==> src/design/assert_macros.svh <==
// Assertion macros shared by the cipher modules.
`ifndef ASSERT_MACROS_SVH
`define ASSERT_MACROS_SVH

// Checks a property at every rising clock edge outside reset.
`define ASSERT_CLK(label, prop, msg) \
   label: assert property (@(posedge clock) disable iff (reset) prop) else $error(msg);

// Checks that a condition leads to a consequence in the next cycle.
`define ASSERT_NEXT(label, ante, cons, msg) \
   label: assert property (@(posedge clock) disable iff (reset) ante |=> cons) else $error(msg);

`endif

==> src/design/rc4_pkg.sv <==
// Types and constants shared by the stream cipher modules.
package rc4_pkg;

   localparam int SBOX_SIZE = 256;
   localparam int SBOX_AW   = 8;

   localparam logic CMD_KEY  = 1'b0;
   localparam logic CMD_DATA = 1'b1;

   typedef enum logic [2:0] {
      ST_IDLE,
      ST_P1,
      ST_P2,
      ST_P3,
      ST_KA,
      ST_KB,
      ST_KC,
      ST_KD
   } rc4_state_type;

   typedef struct packed {
      logic               we;
      logic [SBOX_AW-1:0] waddr;
      logic [7:0]         wdata;
      logic [SBOX_AW-1:0] raddr;
      logic               clear;
   } sbox_cmd_type;

endpackage

==> src/design/rc4_sbox_ram.sv <==
// Permutation memory with per-entry valid bits; an invalid entry reads as its own index.
`include "assert_macros.svh"

module rc4_sbox_ram
   import rc4_pkg::*;
(
   input  logic               clock,
   input  logic               reset,
   input  sbox_cmd_type       cmd,
   output logic [7:0]         rdata
);

   logic [7:0]           mem [SBOX_SIZE];
   logic [SBOX_SIZE-1:0] valid_ff;
   logic [7:0]           rdata_ff;

   always_ff @(posedge clock) begin
      if (reset) begin
         valid_ff <= '0;
      end else if (cmd.clear) begin
         valid_ff <= '0;
      end else if (cmd.we) begin
         valid_ff[cmd.waddr] <= 1'b1;
      end
   end

   always_ff @(posedge clock) begin
      if (cmd.we) begin
         mem[cmd.waddr] <= cmd.wdata;
      end
      rdata_ff <= valid_ff[cmd.raddr] ? mem[cmd.raddr] : cmd.raddr;
   end

   assign rdata = rdata_ff;

   `ASSERT_CLK(a_clear_no_write, !(cmd.clear && cmd.we), "permutation cleared while written")

endmodule

==> config.mk <==
export PLATFORM = sky130hd
export DESIGN_NAME = rc4_sbox_ram
export DESIGN_NICKNAME = d
export VERILOG_FILES = /design/src/design/rc4_pkg.sv /design/src/design/rc4_sbox_ram.sv
export VERILOG_INCLUDE_DIRS = /design/src /design/src/design
export SDC_FILE = /design/constraint.sdc
export NUM_CORES = 2
export LEC_CHECK = 0
export BUFFER_PORTS_ARGS = -buffer_cell sky130_fd_sc_hd__buf_4
export CORE_MARGIN = 3
export CORE_UTILIZATION = 41
export DETAILED_ROUTE_END_ITERATION = 16
export GPL_TIMING_DRIVEN = 0
export PLACE_DENSITY = 0.55
export SETUP_SLACK_MARGIN = 0.1
export SLEW_MARGIN = 20
export SYNTH_ARGS = -nofsm -noshare
export SYNTH_HDL_FRONTEND = slang
export SYNTH_SLANG_ARGS = --single-unit
==> constraint.sdc <==
create_clock -name clock -period 2.9 [get_ports clock]
set_input_delay 0.145 -clock clock [delete_from_list [all_inputs] [get_ports clock]]
set_output_delay 0.145 -clock clock [all_outputs]
set_load 0.02 [all_outputs]
==> metrics.md <==
| Metric | Value |
|---|---|
| Status | finished with violations |
| Failing checks | setup timing |
| Clk_lat worst skew | 0.88 ns |
| Critical Path Sink Type | flip-flop |
| Syn Nets | approximately 4,600 |
| Routed WL per cell | around 37 um |
| Max cap viols | 0 |
| Fillers | around 18,000 |
| Routed vias | 48,580 |
| Count of different cell masters after synthesis | 61 |
| Post-synth top area share | between 60% and 70% |
| Final net count | just under 5,000 |
| Layer with the highest usage | met2 |
| Post-layout min period | around 3.0 ns |
| Grt met2 use | between 30% and 40% |
| GPL Wtd Cong | 0.9786 |
| Max incr delay on CP | approximately 0.51 ns |
| Starting density of the core | about two fifths |
| Post-Syn Area | about 89,000 sq um |
| Syn Inst Count | roughly 4,600 |
| CTS clk-pin slew, worst paths | 0.06 ns |
| CTS Sinks | ~2,300 |
| CP max FO | 10 |
| Largest net degree at the start of global routing | between 100 and 150 |
| Worst path arrival time | ~3.7 ns |
| Startpoint types | input pin |
| FMAX | approximately 0.34 GHz |
| Fin worst setup slack | -0.05571 ns |
| Slew at the pin with the worst max-slew slack | between 1 and 1.5 ns |
| Main combinational cell family by area after synthesis | multiplexers |
| Final Cycle Share | 101.9% |
| Die width | approximately 470 um |
| Seq cells post-synth | around 2,300 |
| Number of port buffers | 26 |
| Finished Core Util | 48.07% |
| TritonCTS clock tree | done |
| Area growth syn-to-layout | 15.90% |
| Vias in the first global route | 47,170 |
| PwrDens | around 700 nW/um^2 |
| Post-synthesis compound-gate area fraction | under 10% |
| Die H | 473.1 um |
| CP max-delay cell | o41ai_4 |
| Cell Chain, Critical Path | buf_4 > buf_4 > buf_4 > buf_6 > nand2_2 > clkbuf_4 > a221oi_1 > o21ai_0 > o211ai_1 > a311o_1 > nand2_1 > o41ai_4 |
| Worst Path Required | ~3.6 ns |
| H-Tree Depth | 4 |
| Critical path class | input pin to flip-flop |
| DR iter-0 viols | about 7,800 |
| Avg Vias per Cell | ~6.1 |
| Top post-synthesis cells by count | edfxtp_1, nor2_1, mux4_2, dfxtp_1, mux2i_1 |
| Overall Global Routing Usage | between 20% and 30% |
| Setup Skew | 0.04682 ns |
| Peak supply drop | 640.0 uV |
| Leak | about 33 nW |
| Pre-CTS setup slack | -2.684 ns |
| Antenna violations before repair | 29 |
| Buf/Inv on CP | 5 |
| First-pass GRT wire length | between 400 and 500 mm |
| Final Max Slew Viols | 0 |
| Most used cell, CP | buf_4 |
| Ys async rst share | 0% |
| Root buffer cell | clkbuf_16 |
| Top FF cell, synth | edfxtp_1 |
| Drc violations | 0 |
| Most frequent cell after synthesis | edfxtp_1 |
| Grt met1 use | about 37% |
| Max_slew headroom | between 15 and 20% |
| Clock buffer depth | 3 |
| GRT overflow | 0 |
| Final hold violations | 0 |
| # setup viols final | 6 |
| Post-synth EDFFs | a little over 2,000 |
| Synth Area in Adders | 0% |
| Post-Synth Simple-Gate Area | around 4.2% |
| First drt pass iteration count | 6 |
| Cts bufs inserted | roughly 230 |
| Top-level port count | 36 |
| M3 GR Usage | 6.152% |
| Hold crit path type | input pin to flip-flop |
| Row Count | 170 |
| Final HPWL from detailed placement | roughly 200 mm |
| RSZ-0062 raised after global routing | yes |
| Die ar. | 223,800 sq um |
| Sequential share of the synthesized area | 74.65% |
| Yosys top cell by area | edfxtp_1 |
| Mux share of post-synthesis cell area | between 15 and 20% |
| Critical path's top delay family | compound AO/OA/AOI/OAI gates |
| Synth Area in XOR/XNOR | 0% |
| Synth area leaders | edfxtp_1, mux4_2, dfxtp_1 |
| Setup TNS | -0.2114 ns |
| Post-route antenna net violation count | 0 |
| Final wirelength | about 300 mm |
| Floorplan core area | between 200,000 and 250,000 sq um |
| Syn avg cell area | between 15 and 20 sq um |
| Layout cells sized above 1 | between 20% and 30% |
| Yosys warning total | 0 |
## flip-flops by register name (all words and copies together) (netlist names)
signal    flops
rdata         8
mem        2048
valid_ff    256
## stage by stage
step | total power (W) | instances | cell area (sq um) | hold WS (ns)
after global routing | 0.07304 | 7934 | 103700 | 0.09021
after detailed placement | 0.04106 | 7472 | 94620 | 0.4497
final | 0.07135 | 7940 | 103700 | 0.08195
after global placement | 0.04095 | 7424 | 93200 | 0.4417
after CTS | 0.07154 | 7930 | 103500 | 0.001286
after floorplan | 0.03888 | 4560 | 89460 | 0.2439
## worst register-to-register path, delay by kind of cell, from the launching register on
kind,cells,cell delay (ns)
muxes,2,1.16
AOI/OAI and AO/OA,3,0.84
DFF,1,0.36
and+or+nand+nor,2,0.27
## area by class of cell
class	instances	area [sq um]	share of cell area, %
Antenna cell	10	25.02	0.02414
Buffer	274	2311	2.229
Clock buffer	306	6401	6.174
Clock inverter	137	1414	1.364
Inverter	4	15.01	0.01448
Multi-Input combinational cell	1969	21710	20.94
Sequential cell	2312	66780	64.41
Tap cell	2838	3551	3.425
Timing Repair Buffer	90	1469	1.417
## logic make-up (layout without fill, tap and decap cells)
| group | after synthesis | count (layout) |
|---|---|---|
| mux | 741 | 741 |
| simple gates | 931 | 931 |
| other cells | 0 | 10 |
| buf+inv | 279 | 811 |
| compound gates | 297 | 297 |
| flops | 2312 | 2312 |
## placed cells by master (no fill, tap or decap), types with 10 or more instances in the layout
| cell type | count |
|---|---|
| a22o_1 | 16 |
| a22oi_2 | 14 |
| nand2_1 | 70 |
| mux4_1 | 48 |
| clkinv_2 | 42 |
| mux2i_1 | 159 |
| clkbuf_1 | 120 |
| o21ba_2 | 29 |
| buf_12 | 31 |
| bufinv_16 | 23 |
| a22oi_1 | 67 |
| edfxtp_1 | 2048 |
| buf_2 | 17 |
| nor2_1 | 615 |
| a221oi_1 | 36 |
| mux4_2 | 524 |
| o22ai_1 | 26 |
| clkbuf_16 | 238 |
| nor2_2 | 129 |
| nand4_1 | 10 |
| buf_8 | 39 |
| clkinv_1 | 49 |
| dlygate4sd3_1 | 14 |
| diode_2 | 10 |
| dfxtp_1 | 264 |
| nor3_2 | 16 |
| clkbuf_8 | 20 |
| nor2b_1 | 16 |
| buf_4 | 65 |
| buf_6 | 47 |
| clkbuf_2 | 35 |
| nand3_1 | 34 |
| buf_16 | 27 |
| o211ai_1 | 17 |
## repair_timing
action,in CTS,in global routing
gates resized for setup,240,34
endpoints found under the setup margin,8,12
pin swaps,15,7
hold endpoints to repair,784,0
hold buffers,14,0
setup buffers,2,0
## final timing paths
kind | startpoint | endpoint | slack [ns] | cells past startpoint
setup / recovery | cmd[3] | rdata[4] | -0.06 | 12
hold / removal | cmd[19] | valid_ff[206] | 0.08 | 5
setup reg to reg | mem[250][7] | rdata[7] | 0.08 | 7
hold reg to reg | valid_ff[189] | valid_ff[189] | 0.47 | 2
## power breakdown
group | switching [W] | leakage, nW | total, W | internal (W)
registers | 0.0000195 | 20.5 | 0.0363 | 0.0363
logic | 0.00294 | 8.45 | 0.00435 | 0.00141
clock network | 0.0131 | 3.81 | 0.0307 | 0.0176
total | 0.0161 | 32.8 | 0.0713 | 0.0553
## routing by layer
layer / routed length, um / vias up
li1: - / 19160
met1: 119900 / 26020
met2: 132500 / 2759
met3: 28730 / 640
met4: 15720 / 6
met5: 37 / -
(Power assumes the default switching activity.)
