==> src/design/assert_macros.svh <==
// Assertion macros shared by the cipher modules.
`ifndef ASSERT_MACROS_SVH
`define ASSERT_MACROS_SVH

// Checks a property at every rising clock edge outside reset.
`define ASSERT_CLK(label, prop, msg) \
   label: assert property (@(posedge clock) disable iff (reset) prop) else $error(msg);

// Checks that a condition leads to a consequence in the next cycle.
`define ASSERT_NEXT(label, ante, cons, msg) \
   label: assert property (@(posedge clock) disable iff (reset) ante |=> cons) else $error(msg);

`endif

==> src/design/rc4_key_ram.sv <==
// Key byte store with one write port and one registered read port.
module rc4_key_ram #(
   parameter int DEPTH = 256,
   parameter int AW    = 8
) (
   input  logic          clock,
   input  logic          we,
   input  logic [AW-1:0] waddr,
   input  logic [7:0]    wdata,
   input  logic [AW-1:0] raddr,
   output logic [7:0]    rdata
);

   logic [7:0] mem [DEPTH];
   logic [7:0] rdata_ff;

   always_ff @(posedge clock) begin
      if (we) begin
         mem[waddr] <= wdata;
      end
      rdata_ff <= mem[raddr];
   end

   assign rdata = rdata_ff;

endmodule

==> config.mk <==
export PLATFORM = sky130hd
export DESIGN_NAME = rc4_key_ram
export DESIGN_NICKNAME = d
export VERILOG_FILES = /design/src/design/assert_macros.svh /design/src/design/rc4_key_ram.sv
export SDC_FILE = /design/constraint.sdc
export NUM_CORES = 2
export LEC_CHECK = 0
export BUFFER_PORTS_ARGS = -buffer_cell sky130_fd_sc_hd__buf_2
export CORE_ASPECT_RATIO = 0.8
export CORE_MARGIN = 4
export CORE_UTILIZATION = 52
export DETAILED_ROUTE_END_ITERATION = 10
export PLACE_DENSITY_LB_ADDON = 0.2
export SLEW_MARGIN = 40
export SYNTH_ARGS = -nofsm -noshare
export SYNTH_HDL_FRONTEND = slang
export SYNTH_SLANG_ARGS = --single-unit
==> constraint.sdc <==
create_clock -name clock -period 1.93 [get_ports clock]
set_clock_uncertainty 0.05 [all_clocks]
set_input_delay 0.0965 -clock clock [delete_from_list [all_inputs] [get_ports clock]]
set_output_delay 0.0965 -clock clock [all_outputs]
set_load 0.005 [all_outputs]
==> Implementation_results.wiki <==
{| class="wikitable"
! Metric !! Value
|-
| Run status || finished with violations
|-
| Violated checks || negative setup slack
|-
| Global routing usage summed across all routing layers || 25.67%
|-
| Inserted Clock Buffers || roughly 190
|-
| Switching part of the total || between 20% and 30%
|-
| Post-route design area || between 90000 and 100000 um^2
|-
| Peak supply drop || 863.1 uV
|-
| Final hold slack || between 0.1 and 0.15 ns
|-
| Power density over the cells || slightly below 1000 nW/um^2
|-
| Sequential-to-total area share from yosys stat || 77.50%
|-
| Number of nets produced by synthesis || 3759
|-
| Total Wirelength || between 200000 and 250000 um
|-
| Yosys Warn Count || 0
|-
| Fmax || between 400 and 500 MHz
|-
| Actual slew at the worst max-slew pin || 0.8207 ns
|-
| Critical path capture point type || register
|-
| RSZ-0062 raised after global routing || yes
|-
| CP Class || reg -> reg
|-
| Antenna-violating nets left || 0
|-
| Utilization after layout || 61.97%
|-
| GRT overflow || 0
|-
| Wire length of the first global-routing pass || between 200000 and 300000 um
|-
| HPWL after DPL || ~130000 um
|-
| Die area || 159400 um^2
|-
| Number of max-capacitance violations reported || 0
|-
| Count of unresolved DRC violations after routing || 0
|-
| Number of sinks on the clock net || between 2000 and 2500
|-
| Clk pin slew, worst setup/hold paths || approximately 0.060 ns
|-
| Flip-flop and latch count after synthesis || ~2100
|-
| Number of buffers inserted by post-CTS setup repair || 0
|-
| Post-route setup slack || -0.5119 ns
|-
| Synth Area per Inst || about 21 um^2
|-
| Synth-to-layout area growth || 18.52%
|-
| Clock tree buffer depth || 3
|-
| Initial core utilization || a little over half
|-
| Clock latency at the later pin of the worst-skew pair || slightly above 0.8 ns
|-
| Clk pwr share || ~40%
|-
| Final period demand of the worst path || 2.442 ns
|-
| Part of the power in combinational logic || between 5 and 6%
|-
| Share of async-settable or async-resettable flops after synthesis || 0%
|-
| Number of synthesized flops with an enable pin || between 2000 and 2500
|-
| Area of the core region || between 150000 and 200000 um^2
|-
| Data required time at the worst endpoint || between 2 and 3 ns
|-
| Final max-slew violation count || 0
|-
| DIE HEIGHT || 357.9 um
|-
| Fill count || roughly 11000
|-
| Kind of path behind the tightest hold check || in -> reg
|-
| Post-layout net count || between 4000 and 5000
|-
| Total number of placement rows || between 100 and 150
|-
| Cells after synthesis || about 3700
|-
| Clock tree from TritonCTS || yes
|-
| Number of distinct standard cells referenced by the synthesized netlist || 55
|-
| Total net switching power || between 15 and 20 mW
|-
| Worst rel slew slack || about 44%
|-
| Flip-flop cell with the highest count after synthesis || sky130_fd_sc_hd__edfxtp_1
|-
| Pre-Repair DR Iteration Count || 6
|-
| Count of routing violations after the opening detailed-route iteration || 5299
|-
| Area post-placement || between 80000 and 90000 um^2
|-
| Netlist area before placement || between 70000 and 80000 um^2
|-
| H-tree depth || 4
|-
| Number of global-route vias before repair || 40690
|-
| Startpoint kind of the worst setup timing path || register
|-
| Count of input and output buffers || 33
|-
| Signal arrival time at the worst endpoint || just over 3 ns
|-
| Highest net fanout along the worst path || 1
|-
| Root cell of the clock tree || sky130_fd_sc_hd__clkbuf_16
|-
| Initial antenna violation count || 12
|-
| Avg Vias per Cell || 6.209
|-
| Worst slack after detailed placement || -1.320 ns
|-
| Design internal power || 71.94 mW
|-
| Final setup violating endpoints || 8
|-
| Placer congestion estimate || ~0.90
|-
| Via total after detailed routing || 41310
|-
| Number of I/O pins || 34
|-
| DIE WIDTH || roughly 450 um
|-
| Static Leakage || about 30 nW
|-
| Share of cells above drive strength 1 || between 30 and 40%
|-
| Maximum number of pins on one net before global-route repair || 88
|-
| Period utilization || 126.5%
|-
| Share of power burned in registers || ~54%
|-
| WL per Instance || a little over 30 um
|-
| Count of final hold-check violations || 0
|}
==> area by class of cell <==
type	count	area (um^2)	share of cell area, %
Antenna cell	2	5.005	0.005308
Clock buffer	243	5057	5.364
Clock inverter	105	974.7	1.034
Inverter	2	7.507	0.007962
Multi-Input combinational cell	1442	17020	18.05
Sequential cell	2056	61660	65.39
Tap cell	2015	2521	2.674
Timing Repair Buffer	788	7042	7.468
==> path summary, 6_finish.rpt <==
check / from / endpoint / slack, ns / cells after the start
worst max-delay path: mem[84][2] / rdata[2] / -0.51 / 6
worst min-delay path: waddr[4] / mem[121][3] / 0.14 / 5
worst max register to register: mem[84][2] / rdata[2] / -0.51 / 6
worst min register to register: mem[40][3] / rdata[3] / 1.04 / 7
==> kinds of logic (layout without fill, tap and decap cells) <==
family,count (synthesis),count (layout),share of synthesized area (%)
and+or+nand+nor,466,466,2.628
AOI/OAI and AO/OA,385,385,3.419
muxes,591,591,14.62
other,0,2,0
buffers and inverters,235,1138,1.831
DFF,2056,2056,77.50
==> worst max-delay path, cell delays in order, from the launching register on <==
cell	delay (ns)
sky130_fd_sc_hd__edfxtp_1	0.37
sky130_fd_sc_hd__mux4_2	0.49
sky130_fd_sc_hd__mux4_2	0.56
sky130_fd_sc_hd__nor2b_4	0.17
sky130_fd_sc_hd__nor4_4	0.43
sky130_fd_sc_hd__buf_4	0.23
sky130_fd_sc_hd__nor4_2	0.04
==> cell usage after synthesis (3+ instances only) <==
| master | number | area, um^2 |
|---|---|---|
| sky130_fd_sc_hd__nor2b_1 | 31 | 193.9 |
| sky130_fd_sc_hd__clkbuf_1 | 111 | 416.7 |
| sky130_fd_sc_hd__nor2_1 | 282 | 1059 |
| sky130_fd_sc_hd__nor4_2 | 3 | 37.54 |
| sky130_fd_sc_hd__buf_12 | 8 | 160.2 |
| sky130_fd_sc_hd__nor3_1 | 22 | 110.1 |
| sky130_fd_sc_hd__nor4_1 | 24 | 150.1 |
| sky130_fd_sc_hd__edfxtp_1 | 2048 | 61500 |
| sky130_fd_sc_hd__a22o_1 | 8 | 70.07 |
| sky130_fd_sc_hd__buf_8 | 13 | 195.2 |
| sky130_fd_sc_hd__buf_1 | 22 | 82.58 |
| sky130_fd_sc_hd__or2_2 | 4 | 25.02 |
| sky130_fd_sc_hd__o32ai_1 | 4 | 35.03 |
| sky130_fd_sc_hd__a21oi_1 | 96 | 480.5 |
| sky130_fd_sc_hd__o211ai_1 | 10 | 75.07 |
| sky130_fd_sc_hd__o221ai_1 | 46 | 402.9 |
| sky130_fd_sc_hd__nand4_1 | 10 | 62.56 |
| sky130_fd_sc_hd__nand2b_1 | 8 | 50.05 |
| sky130_fd_sc_hd__nand2_1 | 33 | 123.9 |
| sky130_fd_sc_hd__dfxtp_1 | 8 | 160.2 |
| sky130_fd_sc_hd__a211oi_1 | 16 | 120.1 |
| sky130_fd_sc_hd__nand3_1 | 34 | 170.2 |
| sky130_fd_sc_hd__o21ai_0 | 10 | 50.05 |
| sky130_fd_sc_hd__a221oi_1 | 13 | 113.9 |
| sky130_fd_sc_hd__buf_6 | 21 | 236.5 |
| sky130_fd_sc_hd__a22oi_1 | 133 | 998.5 |
| sky130_fd_sc_hd__o22a_1 | 5 | 43.79 |
| sky130_fd_sc_hd__mux4_2 | 454 | 10220 |
| sky130_fd_sc_hd__buf_4 | 27 | 202.7 |
| sky130_fd_sc_hd__and2_1 | 6 | 37.54 |
| sky130_fd_sc_hd__mux2i_1 | 134 | 1341 |
| sky130_fd_sc_hd__o22ai_1 | 28 | 175.2 |
| sky130_fd_sc_hd__buf_2 | 31 | 155.2 |
==> sequential cells by signal, summed over array words and instances (netlist names) <==
name and count:
mem 2048, rdata 8
==> metal layers <==
layer | share of wire (%) | global-route usage (%)
met1 | 42 | 39.79
met2 | 45 | 38.06
met3 | 10 | 5.021
met4 | 2.5 | 6.491
met5 | 0.0064 | 0
==> power groups by stage <==
stage | Clock [mW] | Combinational, mW | Sequential [mW]
floorplan | 0 | 2.47 | 50.2
global placement | 0 | 5.17 | 50.2
detailed placement | 0 | 5.23 | 50.2
CTS | 37.2 | 5.37 | 49.3
global route | 39.3 | 5.68 | 49.2
finish | 36.6 | 5.40 | 49.3
==> per-stage QoR <==
step | total power [mW] | setup TNS, ns | std cells
5_1_grt | 94.18 | -2.831 | 6651
6_report | 91.33 | -2.312 | 6653
3_5_place_dp | 55.47 | -9.201 | 6289
3_3_place_gp | 55.40 | -12.59 | 6287
2_1_floorplan | 52.67 | -16.97 | 3733
4_1_cts | 91.87 | -2.414 | 6651
==> placed cells by master, fill, tap and decap left out, drive strengths merged, types with 16 or more instances in the layout <==
cell | netlist | final
mux4 | 456 | 456
mux2i | 134 | 134
a22oi | 133 | 133
nor4 | 27 | 27
nor2b | 31 | 31
nor2 | 282 | 282
clkinv | 1 | 81
edfxtp | 2048 | 2048
buf | 122 | 771
o22ai | 28 | 28
clkbuf | 111 | 245
nand3 | 34 | 34
nor3 | 22 | 22
nand2 | 33 | 33
o221ai | 47 | 47
a21oi | 96 | 96
a211oi | 16 | 16
==> repair_timing <==
item	4_1_cts	5_1_grt
endpoints found under the setup margin	8	8
pin swaps	23	9
hold endpoints to repair	1849	0
resized for setup	42	25
hold buffers	15	0
No activity file was read; power rests on OpenSTA's default activity.
